==> src/rtl/sdsh_pkg.sv <==
// Shared types, codes and command frame tables for the SD SPI host sequencer.
package sdsh_pkg;

    // Block and counter sizes
    localparam int BLOCK_BYTES = 512;
    localparam int COUNT_W     = $clog2(BLOCK_BYTES) + 1;
    localparam int POLL_W      = 20;
    localparam int PHASE_W     = 5;

    // Input opcodes
    localparam logic OP_START = 1'b0;
    localparam logic OP_BYTE  = 1'b1;

    // Command codes
    localparam logic [2:0] CMD_IDLE   = 3'd0;
    localparam logic [2:0] CMD_GO     = 3'd1;
    localparam logic [2:0] CMD_IFCOND = 3'd2;
    localparam logic [2:0] CMD_APPOP  = 3'd3;
    localparam logic [2:0] CMD_OCR    = 3'd4;
    localparam logic [2:0] CMD_READ   = 3'd5;
    localparam logic [2:0] CMD_WRITE  = 3'd6;

    // Completion status codes
    localparam logic [1:0] ST_OK       = 2'd0;
    localparam logic [1:0] ST_R1_ERR   = 2'd1;
    localparam logic [1:0] ST_TOKEN_TO = 2'd2;
    localparam logic [1:0] ST_REJECT   = 2'd3;

    // Configuration register indexes
    localparam logic [1:0] REG_POLL_LIMIT  = 2'd0;
    localparam logic [1:0] REG_TOKEN_LIMIT = 2'd1;
    localparam logic [1:0] REG_IDLE_COUNT  = 2'd2;

    // Sequencer phases
    localparam logic [PHASE_W-1:0] PH_IDLE   = 5'd0;
    localparam logic [PHASE_W-1:0] PH_CLOCKS = 5'd1;
    localparam logic [PHASE_W-1:0] PH_FRAME  = 5'd2;
    localparam logic [PHASE_W-1:0] PH_POLL   = 5'd3;
    localparam logic [PHASE_W-1:0] PH_GAP    = 5'd4;
    localparam logic [PHASE_W-1:0] PH_FRAME2 = 5'd5;
    localparam logic [PHASE_W-1:0] PH_POLL2  = 5'd6;
    localparam logic [PHASE_W-1:0] PH_TRAIL  = 5'd7;
    localparam logic [PHASE_W-1:0] PH_TAIL   = 5'd8;
    localparam logic [PHASE_W-1:0] PH_TOKEN  = 5'd9;
    localparam logic [PHASE_W-1:0] PH_READ   = 5'd10;
    localparam logic [PHASE_W-1:0] PH_CRCR   = 5'd11;
    localparam logic [PHASE_W-1:0] PH_WTOKEN = 5'd12;
    localparam logic [PHASE_W-1:0] PH_WDATA  = 5'd13;
    localparam logic [PHASE_W-1:0] PH_WCRC   = 5'd14;
    localparam logic [PHASE_W-1:0] PH_WRESP  = 5'd15;
    localparam logic [PHASE_W-1:0] PH_BUSY   = 5'd16;

    // Byte values on the link
    localparam logic [7:0] BYTE_IDLE    = 8'hFF;
    localparam logic [7:0] TOKEN_START  = 8'hFE;
    localparam logic [7:0] CMD17_BYTE   = 8'h51;
    localparam logic [7:0] CMD24_BYTE   = 8'h58;
    localparam logic [7:0] DRESP_MASK   = 8'h1F;
    localparam logic [7:0] DRESP_ACCEPT = 8'h05;
    localparam logic [7:0] R1_ERR_MASK  = 8'hFE;

    // Result fields of one transfer
    typedef struct packed {
        logic       send_valid;
        logic [7:0] send_byte;
        logic       select_active;
        logic       data_valid;
        logic [7:0] data_byte;
        logic       done_res;
        logic [1:0] status;
        logic [7:0] response_byte;
    } t_result;

    // Fixed frames: CMD0, CMD8, CMD55, CMD58, ACMD41
    localparam logic [7:0] FRAMES [0:4][0:5] = '{
        '{8'h40, 8'h00, 8'h00, 8'h00, 8'h00, 8'h95},
        '{8'h48, 8'h00, 8'h00, 8'h01, 8'hAA, 8'h87},
        '{8'h77, 8'h00, 8'h00, 8'h00, 8'h00, 8'hFF},
        '{8'h7A, 8'h00, 8'h00, 8'h00, 8'h00, 8'hFF},
        '{8'h69, 8'h40, 8'h00, 8'h00, 8'h00, 8'hFF}
    };

    // Byte idx of the command frame; second selects the ACMD41 frame
    function automatic logic [7:0] f_frame_byte(input logic [2:0]  cmd,
                                                input logic        second,
                                                input logic [2:0]  idx,
                                                input logic [31:0] addr);
        logic [7:0] b;
        b = BYTE_IDLE;
        if (idx < 3'd6) begin
            if (cmd == CMD_READ || cmd == CMD_WRITE) begin
                case (idx)
                    3'd0:    b = (cmd == CMD_READ) ? CMD17_BYTE : CMD24_BYTE;
                    3'd1:    b = addr[31:24];
                    3'd2:    b = addr[23:16];
                    3'd3:    b = addr[15:8];
                    3'd4:    b = addr[7:0];
                    default: b = BYTE_IDLE;
                endcase
            end else if (second) begin
                b = FRAMES[4][idx];
            end else if (cmd == CMD_GO) begin
                b = FRAMES[0][idx];
            end else if (cmd == CMD_IFCOND) begin
                b = FRAMES[1][idx];
            end else if (cmd == CMD_APPOP) begin
                b = FRAMES[2][idx];
            end else begin
                b = FRAMES[3][idx];
            end
        end
        return b;
    endfunction

endpackage

==> src/rtl/sd_spi_host_sequencer_unit.sv <==
// SD card SPI-mode host sequencer: one result per SPI byte exchange item.
//
//  channel  | handshake                  | payload
//  ---------+----------------------------+---------------------------------------------
//  input    | i_valid / o_ready          | i_opcode i_command i_block_address
//           |                            | i_rx_byte i_payload_byte
//  result   | o_valid / i_ready          | o_send_valid o_send_byte o_select_active
//           |                            | o_data_valid o_data_byte o_done_res
//           |                            | o_status o_response_byte
//  config   | i_cfg_valid / o_cfg_ready  | i_cfg_index i_cfg_data
//
// The sequencer state and the result register update at the same edge, so one
// item per clock is accepted while results are taken.
// The result register is the only buffer; o_ready drops only while it holds a
// result that the consumer stalls on.
// Synchronous active-low reset returns to idle with default limits.
// Config writes are always taken (o_cfg_ready is tied high).
module sd_spi_host_sequencer_unit (
    input  logic        i_clk,
    input  logic        i_rst_n,
    // input items
    input  logic        i_valid,
    output logic        o_ready,
    input  logic        i_opcode,
    input  logic [2:0]  i_command,
    input  logic [31:0] i_block_address,
    input  logic [7:0]  i_rx_byte,
    input  logic [7:0]  i_payload_byte,
    // result items
    output logic        o_valid,
    input  logic        i_ready,
    output logic        o_send_valid,
    output logic [7:0]  o_send_byte,
    output logic        o_select_active,
    output logic        o_data_valid,
    output logic [7:0]  o_data_byte,
    output logic        o_done_res,
    output logic [1:0]  o_status,
    output logic [7:0]  o_response_byte,
    // configuration writes
    input  logic        i_cfg_valid,
    output logic        o_cfg_ready,
    input  logic [1:0]  i_cfg_index,
    input  logic [19:0] i_cfg_data
);
    import sdsh_pkg::*;

    // config registers
    logic [7:0]        r_poll_limit;
    logic [POLL_W-1:0] r_token_limit;
    logic [7:0]        r_idle_count;

    // sequencer state
    logic [PHASE_W-1:0] r_phase,   n_phase;
    logic [2:0]         r_cmd,     n_cmd;
    logic [31:0]        r_addr,    n_addr;
    logic [COUNT_W-1:0] r_bcnt,    n_bcnt;
    logic [POLL_W-1:0]  r_pcnt,    n_pcnt;
    logic [7:0]         r_resp,    n_resp;
    logic [1:0]         r_endst,   n_endst;

    // result register
    logic    r_out_valid;
    t_result r_out;
    t_result n_out;

    logic               in_fire;
    logic               r1_err;
    logic [COUNT_W-1:0] bcnt_inc;
    logic               sv, sel, dv, done;
    logic [7:0]         sb, db;
    logic [1:0]         st;

    assign o_ready     = !r_out_valid || i_ready;
    assign in_fire     = i_valid && o_ready;
    assign o_cfg_ready = 1'b1;
    assign r1_err      = (i_rx_byte & R1_ERR_MASK) != 8'h00;
    assign bcnt_inc    = r_bcnt + COUNT_W'(1);

    // next state and result for one accepted transfer
    always_comb begin
        n_phase = r_phase;
        n_cmd   = r_cmd;
        n_addr  = r_addr;
        n_bcnt  = r_bcnt;
        n_pcnt  = r_pcnt;
        n_resp  = r_resp;
        n_endst = r_endst;
        sv = 1'b0; sb = 8'h00; sel = 1'b0; dv = 1'b0; db = 8'h00;
        done = 1'b0; st = ST_OK;

        if (i_opcode == OP_START) begin
            if (i_command <= CMD_WRITE) begin
                n_cmd   = i_command;
                n_addr  = i_block_address;
                n_endst = ST_OK;
                n_pcnt  = '0;
                n_bcnt  = COUNT_W'(1);
                sv      = 1'b1;
                if (i_command == CMD_IDLE) begin
                    n_phase = PH_CLOCKS;
                    sb      = BYTE_IDLE;
                end else begin
                    n_phase = PH_FRAME;
                    sb      = f_frame_byte(i_command, 1'b0, 3'd0, i_block_address);
                    sel     = 1'b1;
                end
            end
        end else begin
            unique case (r_phase)
                PH_CLOCKS: begin
                    if (r_bcnt < {{(COUNT_W-8){1'b0}}, r_idle_count}) begin
                        n_bcnt = bcnt_inc;
                        sv = 1'b1; sb = BYTE_IDLE;
                    end else begin
                        n_phase = PH_IDLE; done = 1'b1; st = ST_OK;
                    end
                end
                PH_FRAME, PH_FRAME2: begin
                    sv = 1'b1; sel = 1'b1;
                    if (r_bcnt < COUNT_W'(6)) begin
                        sb     = f_frame_byte(r_cmd, r_phase == PH_FRAME2, r_bcnt[2:0], r_addr);
                        n_bcnt = bcnt_inc;
                    end else begin
                        n_phase = (r_phase == PH_FRAME) ? PH_POLL : PH_POLL2;
                        n_pcnt  = POLL_W'(1);
                        sb      = BYTE_IDLE;
                    end
                end
                PH_POLL, PH_POLL2: begin
                    if (i_rx_byte == BYTE_IDLE &&
                        r_pcnt < {{(POLL_W-8){1'b0}}, r_poll_limit}) begin
                        n_pcnt = r_pcnt + POLL_W'(1);
                        sv = 1'b1; sb = BYTE_IDLE; sel = 1'b1;
                    end else begin
                        n_resp = i_rx_byte;
                        if (r_cmd == CMD_APPOP && r_phase == PH_POLL) begin
                            // CMD55 answer ignored, ACMD41 follows
                            n_phase = PH_GAP;
                            sv = 1'b1; sb = BYTE_IDLE; sel = 1'b1;
                        end else if (r_cmd == CMD_GO) begin
                            n_phase = PH_IDLE; done = 1'b1;
                            st = r1_err ? ST_R1_ERR : ST_OK;
                        end else if (r_cmd == CMD_IFCOND || r_cmd == CMD_OCR) begin
                            n_endst = r1_err ? ST_R1_ERR : ST_OK;
                            n_phase = PH_TRAIL;
                            n_bcnt  = '0;
                            sv = 1'b1; sb = BYTE_IDLE; sel = 1'b1;
                        end else if (r_cmd == CMD_APPOP) begin
                            n_endst = r1_err ? ST_R1_ERR : ST_OK;
                            n_phase = PH_TAIL;
                            sv = 1'b1; sb = BYTE_IDLE;
                        end else if (r_cmd == CMD_READ) begin
                            if (i_rx_byte != 8'h00) begin
                                n_phase = PH_IDLE; done = 1'b1; st = ST_R1_ERR;
                            end else begin
                                n_phase = PH_TOKEN;
                                n_pcnt  = POLL_W'(1);
                                sv = 1'b1; sb = BYTE_IDLE; sel = 1'b1;
                            end
                        end else if (r_cmd == CMD_WRITE) begin
                            sv = 1'b1; sb = TOKEN_START;
                            if (i_rx_byte != 8'h00) begin
                                n_endst = ST_R1_ERR;
                                n_phase = PH_TAIL;
                            end else begin
                                n_phase = PH_WTOKEN;
                                sel     = 1'b1;
                            end
                        end else begin
                            n_phase = PH_IDLE; done = 1'b1; st = ST_OK;
                        end
                    end
                end
                PH_GAP: begin
                    n_phase = PH_FRAME2;
                    n_bcnt  = COUNT_W'(1);
                    sv = 1'b1; sel = 1'b1;
                    sb = f_frame_byte(CMD_APPOP, 1'b1, 3'd0, r_addr);
                end
                PH_TRAIL: begin
                    // R7 / OCR trailer bytes
                    n_bcnt = bcnt_inc;
                    dv = 1'b1; db = i_rx_byte;
                    if (bcnt_inc < COUNT_W'(4)) begin
                        sv = 1'b1; sb = BYTE_IDLE; sel = 1'b1;
                    end else if (r_cmd == CMD_OCR) begin
                        n_phase = PH_TAIL;
                        sv = 1'b1; sb = BYTE_IDLE;
                    end else begin
                        n_phase = PH_IDLE; done = 1'b1; st = r_endst;
                    end
                end
                PH_TOKEN: begin
                    sv = 1'b1; sb = BYTE_IDLE;
                    if (i_rx_byte == TOKEN_START) begin
                        n_phase = PH_READ;
                        n_bcnt  = '0;
                        sel     = 1'b1;
                    end else if (r_pcnt >= r_token_limit) begin
                        n_endst = ST_TOKEN_TO;
                        n_phase = PH_TAIL;
                    end else begin
                        n_pcnt = r_pcnt + POLL_W'(1);
                        sel    = 1'b1;
                    end
                end
                PH_READ: begin
                    n_bcnt = bcnt_inc;
                    if (bcnt_inc >= COUNT_W'(BLOCK_BYTES)) begin
                        n_phase = PH_CRCR;
                        n_bcnt  = '0;
                    end
                    sv = 1'b1; sb = BYTE_IDLE; sel = 1'b1;
                    dv = 1'b1; db = i_rx_byte;
                end
                PH_CRCR: begin
                    n_bcnt = bcnt_inc;
                    sv = 1'b1; sb = BYTE_IDLE;
                    if (bcnt_inc < COUNT_W'(2)) begin
                        sel = 1'b1;
                    end else begin
                        n_endst = ST_OK;
                        n_phase = PH_TAIL;
                    end
                end
                PH_WTOKEN: begin
                    n_phase = PH_WDATA;
                    n_bcnt  = COUNT_W'(1);
                    sv = 1'b1; sb = i_payload_byte; sel = 1'b1;
                end
                PH_WDATA: begin
                    sv = 1'b1; sel = 1'b1;
                    if (r_bcnt < COUNT_W'(BLOCK_BYTES)) begin
                        n_bcnt = bcnt_inc;
                        sb     = i_payload_byte;
                    end else begin
                        n_phase = PH_WCRC;
                        n_bcnt  = '0;
                        sb      = BYTE_IDLE;
                    end
                end
                PH_WCRC: begin
                    n_bcnt = bcnt_inc;
                    if (bcnt_inc >= COUNT_W'(2)) begin
                        n_phase = PH_WRESP;
                    end
                    sv = 1'b1; sb = BYTE_IDLE; sel = 1'b1;
                end
                PH_WRESP: begin
                    n_resp = i_rx_byte;
                    if ((i_rx_byte & DRESP_MASK) != DRESP_ACCEPT) begin
                        n_phase = PH_IDLE; done = 1'b1; st = ST_REJECT;
                    end else begin
                        n_phase = PH_BUSY;
                        sv = 1'b1; sb = BYTE_IDLE; sel = 1'b1;
                    end
                end
                PH_BUSY: begin
                    sv = 1'b1; sb = BYTE_IDLE;
                    if (i_rx_byte == 8'h00) begin
                        sel = 1'b1;
                    end else begin
                        n_endst = ST_OK;
                        n_phase = PH_TAIL;
                    end
                end
                PH_TAIL: begin
                    n_phase = PH_IDLE; done = 1'b1; st = r_endst;
                end
                default: begin
                    n_phase = PH_IDLE;
                end
            endcase
        end

        // field zeroing when the qualifying flag is low
        n_out.send_valid    = sv;
        n_out.send_byte     = sv ? sb : 8'h00;
        n_out.select_active = sv ? sel : 1'b0;
        n_out.data_valid    = dv;
        n_out.data_byte     = dv ? db : 8'h00;
        n_out.done_res      = done;
        n_out.status        = done ? st : ST_OK;
        n_out.response_byte = n_resp;
    end

    // config registers
    always_ff @(posedge i_clk) begin
        if (!i_rst_n) begin
            r_poll_limit  <= 8'd10;
            r_token_limit <= POLL_W'(100000);
            r_idle_count  <= 8'd10;
        end else if (i_cfg_valid) begin
            unique case (i_cfg_index)
                REG_POLL_LIMIT:  r_poll_limit  <= i_cfg_data[7:0];
                REG_TOKEN_LIMIT: r_token_limit <= i_cfg_data;
                REG_IDLE_COUNT:  r_idle_count  <= i_cfg_data[7:0];
                default: ;
            endcase
        end
    end

    // sequencer state, updated per accepted transfer
    always_ff @(posedge i_clk) begin
        if (!i_rst_n) begin
            r_phase <= PH_IDLE;
            r_cmd   <= CMD_IDLE;
            r_addr  <= '0;
            r_bcnt  <= '0;
            r_pcnt  <= '0;
            r_resp  <= BYTE_IDLE;
            r_endst <= ST_OK;
        end else if (in_fire) begin
            r_phase <= n_phase;
            r_cmd   <= n_cmd;
            r_addr  <= n_addr;
            r_bcnt  <= n_bcnt;
            r_pcnt  <= n_pcnt;
            r_resp  <= n_resp;
            r_endst <= n_endst;
        end
    end

    // result register valid
    always_ff @(posedge i_clk) begin
        if (!i_rst_n) begin
            r_out_valid <= 1'b0;
        end else if (in_fire) begin
            r_out_valid <= 1'b1;
        end else if (i_ready) begin
            r_out_valid <= 1'b0;
        end
    end

    // result payload
    always_ff @(posedge i_clk) begin
        if (in_fire) begin
            r_out <= n_out;
        end
    end

    assign o_valid         = r_out_valid;
    assign o_send_valid    = r_out.send_valid;
    assign o_send_byte     = r_out.send_byte;
    assign o_select_active = r_out.select_active;
    assign o_data_valid    = r_out.data_valid;
    assign o_data_byte     = r_out.data_byte;
    assign o_done_res      = r_out.done_res;
    assign o_status        = r_out.status;
    assign o_response_byte = r_out.response_byte;

endmodule

==> config.mk <==
export PLATFORM = sky130hd
export DESIGN_NAME = sd_spi_host_sequencer_unit
export DESIGN_NICKNAME = d
export VERILOG_FILES = /design/src/rtl/sdsh_pkg.sv /design/src/rtl/sd_spi_host_sequencer_unit.sv
export SDC_FILE = /design/constraint.sdc
export NUM_CORES = 1
export LEC_CHECK = 0
export BUFFER_PORTS_ARGS = -buffer_cell sky130_fd_sc_hd__buf_2
export CAP_MARGIN = 5
export CORE_ASPECT_RATIO = 1.75
export CORE_UTILIZATION = 40
export CTS_CLUSTER_SIZE = 28
export DETAILED_ROUTE_END_ITERATION = 8
export PLACE_DENSITY_LB_ADDON = 0.12
export SLEW_MARGIN = 15
export SYNTH_ARGS = -nofsm -noshare
export SYNTH_HDL_FRONTEND = slang
export SYNTH_SLANG_ARGS = --single-unit
==> constraint.sdc <==
create_clock -name i_clk -period 7.03 [get_ports i_clk]
set_input_delay 0.703 -clock i_clk [delete_from_list [all_inputs] [get_ports i_clk]]
set_output_delay 0.703 -clock i_clk [all_outputs]
set_load 0.02 [all_outputs]
==> impl_metrics.csv, run 1 <==
group,metric,value,unit
global_route,pin_count_of_the_biggest_net_entering_global_routing,45,
die,die_height,200.9,microns
die,core,22160,sq um
setup_path,cpPeakStageDelay,0.81,ns
synth,ys_ff_latch,147,
clock_network,cts_tree,"built",
hold_path,timing.hold.worst_path_depth,2,
die,floorplan.die_area,23240,sq um
die,floorplan.die.width,115.7,microns
placed_design,buffer_ports.inserted,110,
setup_path,worstPathBufferInverterCount,0,
placed_design,gp_congestion,0.9492,
global_route,total_global_routing_overflow,0,
final_layout,areaGrowthSynthToFinish,13.49,%
die,design.portCount,112,
clock_network,clk-insertion-delay-late,0.44,ns
sta,timing.slew.headroom,0.2652,
routing,drcViolationCount,0,
synth,syn-cell-area,9042,sq um
clock_network,cts_buffer_depth,2,
synth,synth.most_common_cell,"sky130_fd_sc_hd__nand2_1",
routing,avgViaCountPerCell,5.758,
final_layout,nets,1327,
sta,report.final.setup_viol,0,
clock_network,cts-htree-levels,4,
sta,post-route-min-period,3.406,ns
synth,yosysTopAreaCell,"sky130_fd_sc_hd__dfxtp_1",
sta,timing_hold_violations_final,0,
sta,worstMarginPinSlew,1.094,ns
setup_path,crit_path_end_kind,"register",
sta,finalMaxSlewViolations,0,
synth,postSynthCellCount,1139,
synth,synth.avg_cell_area,7.939,sq um
routing,drt-initial-drc-count,706,
sta,setup_tns_after_final_layout,0,ns
routing,drt_pass1_iterations,5,
final_layout,drive_above_1_share,0.1527,
pwr,static-leakage-power,0.003947,uW
synth,syn-num-nets,1259,
routing,detailroute.via_count,8718,
routing,post_drt_wl_per_cell,18.82,microns
global_route,number_of_global_route_vias_before_repair,8471,
synth,post_synth_most_frequent_cells,"sky130_fd_sc_hd__nand2_1 (203), sky130_fd_sc_hd__dfxtp_1 (117), sky130_fd_sc_hd__a21oi_1 (106), sky130_fd_sc_hd__nor2_1 (68), sky130_fd_sc_hd__inv_1 (67)",
routing,postRouteWirelength,28490,microns
hold_path,hold_end,"r_addr[18]$_SDFFE_PN0P_",
run_status,status,"finished clean",
clock_network,cts-hold-fix-buffers,0,
setup_path,worst_r2r_path_depth,8,
sta,post-route-period-util,0.4845,
run,cap_violations,0,
final_layout,num_antenna_cells,0,
synth,synth.lib_cells_used.distinct,91,
routing,ant_nets,0,
setup_path,criticalPathCategory,"reg2reg",
setup_path,timing.critical_path.max_delay_family,"compound AO/OA/AOI/OAI gates",
synth,synthDominantCellAreaShare,0.2590,
synth,yosysSeqAreaShare,0.3587,
setup_path,regToRegStartpoint,"r_pcnt[4]$_SDFFE_PN0P_",
setup_path,cp_data_arrival_time,3.77,ns
setup_path,r2r_setup_slack,3.62,ns
sta,max_clock_freq,0.2936,GHz
sta,grt_setup_unrepaired,"no",
hold_path,hold_start,"r_addr[18]$_SDFFE_PN0P_",
clock_network,tritoncts_num_sinks,147,
pwr,max-vdd-ir-drop,0.0001496,V
synth,synth_edf_count,30,
setup_path,crit_path_cell_trace,"ha_1 > a21oi_1 > o211ai_1 > a2111oi_4 > o22ai_2 > nor4_4 > nand2_1 > o221ai_1",
final_layout,final_core_util,0.4631,
synth,synth_warnings,0,
setup_path,worst_ep_required_time,7.39,ns
setup_path,regToRegEndpoint,"r_pcnt[5]$_SDFFE_PN0P_",
placed_design,detailed_place_hpwl,21090,microns
sta,timing.clock.skew,0.008270,ns
global_route,gr_usage_total,0.2550,
setup_path,worst-path-max-fanout,15,
synth,synth_top_flop_cell,"sky130_fd_sc_hd__dfxtp_1",
clock_network,post_cts_resized,0,
die,rows,72,
setup_path,critPathSlowestCell,"sky130_fd_sc_hd__nor4_4",
clock_network,postCtsSetupBuffers,0,
setup_path,start_kind,"register",
global_route,initial_antenna_violation_count,0,
clock_network,cts_inserted_buffers,17,
synth,synth-async-reset-ratio,0,
hold_path,hp_class,"reg2reg",
pwr,pwr_density_cell,192.7,nW/um^2
clock_network,clkTransAtPathRegs,0.06,ns
die,initial_core_utilization,0.4080,
synth,synth_area_leaders,"sky130_fd_sc_hd__dfxtp_1 (26%), sky130_fd_sc_hd__edfxtp_1 (10%), sky130_fd_sc_hd__nand2_1 (8.4%), sky130_fd_sc_hd__a21oi_1 (5.9%), sky130_fd_sc_hd__ha_1 (5.7%)",
clock_network,root_buffer,"sky130_fd_sc_hd__clkbuf_16",
global_route,global_route_wire_length_before_repair,44840,microns
## tightest hold or removal path: stages, from the launching register on
cell	delay, ns
sky130_fd_sc_hd__dfxtp_1	0.30
sky130_fd_sc_hd__nand2_1	0.05
sky130_fd_sc_hd__a21oi_1	0.05
## final cells by class
type / count / area (sq um)
fill: 2349 / 11900
multi-input combinational: 848 / 5238
sequential: 147 / 3243
timing repair buffer: 124 / 655.6
clock buffer: 23 / 457.9
tap: 296 / 370.4
inverter: 69 / 259.0
clock inverter: 7 / 38.79
## metrics by stage
stage          area [sq um]  total power (uW)  std cells  setup slack, ns  hold WS (ns)
3_5_place_dp           9758              1192       1484            3.361        0.4466
2_1_floorplan          9042              1096       1139            4.114        0.4312
6_report              10260              1977       1514            3.624        0.4532
4_1_cts               10250              2000       1514            3.431        0.4550
5_1_grt               10260              2060       1514            3.461        0.4697
3_3_place_gp           9758              1190       1484            3.410        0.4424
## flip-flops by register name (all words and copies together), names as in the netlist
name,flops
r_endst,2
o_done_res,1
o_select_active,1
o_send_valid,1
r_resp,8
r_bcnt,10
r_addr,32
o_send_byte,8
o_status,2
r_token_limit,20
o_response_byte,8
r_cmd,3
o_data_valid,1
o_valid,1
r_pcnt,20
r_poll_limit,8
r_phase,5
r_idle_count,8
o_data_byte,8
## metal layers
| layer | global-route usage | vias to the layer above | wire length (microns) | part of all wire |
|---|---|---|---|---|
| li1 | - | 4261 | - | - |
| met1 | 0.2755 | 4089 | 10820 | 0.38 |
| met2 | 0.4549 | 279 | 15040 | 0.53 |
| met3 | 0.03804 | 89 | 1018 | 0.036 |
| met4 | 0.1589 | 0 | 1611 | 0.057 |
| met5 | 0 | - | 0 | 0 |
## cells in the final DEF (no fill, tap or decap), drive strengths merged, types with 4 or more instances in the layout
cell / n
nand2: 203
buf: 124
dfxtp: 117
a21oi: 106
inv: 69
nor2: 68
o21ai: 53
ha: 41
edfxtp: 30
nor3: 29
o211ai: 28
nand3: 27
clkbuf: 23
mux2i: 15
a21o: 15
nand2b: 14
and2: 14
a221oi: 14
nor4: 14
nand4: 13
a211oi: 13
nor2b: 12
and3: 12
o22ai: 11
a31oi: 11
o22a: 9
and4: 8
o2111ai: 7
or4: 7
or3: 7
clkinv: 7
nand3b: 6
o21a: 6
a21boi: 6
o31ai: 6
a2111oi: 6
nor3b: 5
o221a: 4
## worst max-delay path by stage
stage / from / endpoint / slack (ns) / cells past startpoint
after detailed placement: i_rx_byte[0] / r_pcnt[5]$_SDFFE_PN0P_ / 3.36 / 8
after global routing: r_bcnt[0]$_SDFFE_PN0P_ / r_bcnt[6]$_SDFFE_PN0P_ / 3.46 / 11
after CTS: r_bcnt[0]$_SDFFE_PN0P_ / r_bcnt[6]$_SDFFE_PN0P_ / 3.43 / 11
final: r_pcnt[4]$_SDFFE_PN0P_ / r_pcnt[5]$_SDFFE_PN0P_ / 3.62 / 8
after global placement: i_rx_byte[0] / r_pcnt[5]$_SDFFE_PN0P_ / 3.41 / 8
after floorplan: r_bcnt[2]$_SDFFE_PN0P_ / r_bcnt[6]$_SDFFE_PN0P_ / 4.11 / 12
## kinds of logic after synthesis
family                     after synthesis  share of synthesized area
and+or+nand+nor                        451                     0.2412
AOI/OAI and AO/OA                      333                     0.2556
DFF                                    147                     0.3587
buffers and inverters                  144                    0.06379
adders and majority gates               41                    0.05673
muxes                                   16                    0.01785
xor gates and xnor gates                 6                   0.005813
other                                    1                  0.0004147
## power by group
group          internal [uW]  switching, uW
logic                   89.2            172
clock network            451            351
registers                895           18.7
(Power assumes the default switching activity.)
==> run 2, diff against run 1 <==
- clock period: 7.03 -> 3.4 ns (I/O delays scaled with it)
==> run 2 against run 1 <==
  * Sequential power grew 110%
  * Highest routed layer unchanged
  * Via count increased by 2.2%
  * Combinational power is 120% higher
  * Sequential share of layout area fell by 0.89 points
  * Final cell count increased by 2.2%
  * Global-route usage up 1.2 points
  * Flip-flop and latch count unchanged
  * Non-clock buffer count is 32 higher
  * Die area unchanged
  * Critical path type unchanged
  * Hold slack lost 0.33 ns
==> impl_metrics.csv, run 2 (synthesized netlist as in run 1, its figures left out) <==
group,metric,value,unit
run_status,status,"finished clean",
sta,timing.clock.skew,0.006800,ns
final_layout,nets,1359,
clock_network,cts-hold-fix-buffers,0,
clock_network,cts_tree,"built",
pwr,max-vdd-ir-drop,0.0004685,V
die,die_height,200.9,microns
final_layout,areaGrowthSynthToFinish,16.77,%
global_route,pin_count_of_the_biggest_net_entering_global_routing,42,
final_layout,n_fill_cell,2332,
sta,max_clock_freq,0.3195,GHz
routing,detailroute.via_count,8908,
hold_path,hp_class,"in2reg",
setup_path,crit_path_end_kind,"register",
setup_path,cp_data_arrival_time,3.41,ns
global_route,global_route_wire_length_before_repair,46870,microns
setup_path,start_kind,"register",
sta,finalMaxSlewViolations,0,
die,floorplan.die.width,115.7,microns
die,core,22160,sq um
routing,drcViolationCount,0,
die,rows,72,
clock_network,clk-insertion-delay-late,0.43,ns
run,cap_violations,0,
final_layout,layout_common_cells,"sky130_fd_sc_hd__nand2_1 (203), sky130_fd_sc_hd__dfxtp_1 (117), sky130_fd_sc_hd__buf_2 (110)",
final_layout,largest_register_ff_count,32,
placed_design,gp_congestion,0.9530,
final_layout,final_cell_area,10560,sq um
die,initial_core_utilization,0.4080,
global_route,gr_usage_total,0.2673,
sta,post-route-min-period,3.129,ns
clock_network,cts-htree-levels,4,
global_route,total_global_routing_overflow,0,
routing,postRouteWirelength,29870,microns
sta,worstMarginPinSlew,0.9787,ns
sta,timing.slew.headroom,0.3406,
routing,drt-initial-drc-count,510,
routing,post_drt_wl_per_cell,19.31,microns
pwr,static-leakage-power,0.004125,uW
clock_network,root_buffer,"sky130_fd_sc_hd__clkbuf_16",
sta,timing_hold_violations_final,0,
placed_design,detailed_place_hpwl,22690,microns
final_layout,registers.top_by_ff_count,"r_addr",
placed_design,place_area,10020,sq um
routing,drt_pass1_iterations,5,
routing,avgViaCountPerCell,5.758,
clock_network,cts_inserted_buffers,17,
final_layout,layout_top_registers,"r_addr: 32 flops, r_pcnt: 20 flops, r_token_limit: 20 flops",
final_layout,drive_above_1_share,0.1775,
clock_network,cts_buffer_depth,2,
final_layout,register_area,3243,sq um
setup_path,worst-path-max-fanout,9,
sta,setup_tns_after_final_layout,0,ns
die,floorplan.die_area,23240,sq um
clock_network,clkTransAtPathRegs,0.06,ns
global_route,initial_antenna_violation_count,0,
setup_path,worst_ep_required_time,3.68,ns
routing,ant_nets,0,
setup_path,criticalPathCategory,"reg2reg",
placed_design,buffer_ports.inserted,110,
clock_network,post_cts_resized,0,
die,design.portCount,112,
global_route,number_of_global_route_vias_before_repair,8762,
pwr,pwr_density_cell,398.0,nW/um^2
final_layout,layout_commonest_cell,"sky130_fd_sc_hd__nand2_1",
sta,report.final.setup_viol,0,
sta,grt_setup_unrepaired,"no",
clock_network,postCtsSetupBuffers,0,
clock_network,tritoncts_num_sinks,147,
final_layout,num_antenna_cells,0,
final_layout,multi_input_combinational_cell_area,5230,sq um
sta,post-route-period-util,0.9204,
[run 2: changes by cell type in the layout (fill, tap and decap cells not counted), moves of 2 or more]
cell,before,now
sky130_fd_sc_hd__clkinvlp_4,0,2
sky130_fd_sc_hd__clkinv_4,1,3
sky130_fd_sc_hd__buf_4,14,44
sky130_fd_sc_hd__buf_12,0,2
sky130_fd_sc_hd__clkbuf_1,5,1
[run 2: worst max-delay path, cell delays in order, from the launching register on]
cell and delay, ns:
sky130_fd_sc_hd__dfxtp_1 0.52, sky130_fd_sc_hd__and4_1 0.30, sky130_fd_sc_hd__nand4_1 0.16, sky130_fd_sc_hd__nor2_1 0.16, sky130_fd_sc_hd__ha_1 0.28, sky130_fd_sc_hd__nand3b_1 0.11, sky130_fd_sc_hd__o32ai_1 0.12, sky130_fd_sc_hd__o41ai_1 0.54
sky130_fd_sc_hd__buf_4 0.24, sky130_fd_sc_hd__a21oi_1 0.04, sky130_fd_sc_hd__o311ai_0 0.31, sky130_fd_sc_hd__o21ai_0 0.19
[run 2: final cells by class]
class,instances,share of cell area
tap,296,0.03508
timing repair buffer,156,0.08721
multi-input combinational,848,0.4953
clock inverter,12,0.007702
clock buffer,19,0.04301
sequential,147,0.3071
inverter,69,0.02453
[run 2: worst paths after layout]
| kind | start | end | slack (ns) | cells past startpoint |
|---|---|---|---|---|
| worst min register to register | r_addr[3]$_SDFFE_PN0P_ | r_addr[3]$_SDFFE_PN0P_ | 0.45 | 2 |
| worst min-delay path | i_cfg_data[10] | r_token_limit[10]$_SDFFE_PN1P_ | 0.13 | 3 |
| worst max-delay path | r_bcnt[1]$_SDFFE_PN0P_ | r_bcnt[5]$_SDFFE_PN0P_ | 0.27 | 11 |
| worst max register to register | r_bcnt[1]$_SDFFE_PN0P_ | r_bcnt[5]$_SDFFE_PN0P_ | 0.27 | 11 |
[run 2: metal layers]
| metal | vias up | track usage | wire [microns] | share of wire |
|---|---|---|---|---|
| li1 | 4336 | - | - | - |
| met1 | 4220 | 0.2740 | 11070 | 0.37 |
| met2 | 251 | 0.4872 | 15820 | 0.53 |
| met3 | 101 | 0.03774 | 941 | 0.032 |
| met4 | 0 | 0.1836 | 2035 | 0.068 |
| met5 | - | 0 | 0 | 0 |
[run 2: where the power goes]
group / leakage (uW) / switching [uW] / internal, uW
Clock: 0.000264 / 774 / 969
Sequential: 0.00124 / 36.5 / 1850
Combinational: 0.00262 / 371 / 201
Total: 0.00412 / 1180 / 3020
[run 2: per-stage QoR]
stage          utilization  worst slack [ns]  hold slack [ns]  power, uW  cells
2_1_floorplan            -            0.4840           0.4312       2265   1139
3_3_place_gp        0.4523            0.4126           0.4420       2493   1516
3_5_place_dp        0.4523            0.3227           0.4470       2497   1516
4_1_cts             0.4765            0.2925           0.1104       4251   1547
5_1_grt             0.4765           0.02633           0.1336       4362   1547
6_report            0.4765            0.2706           0.1264       4202   1547
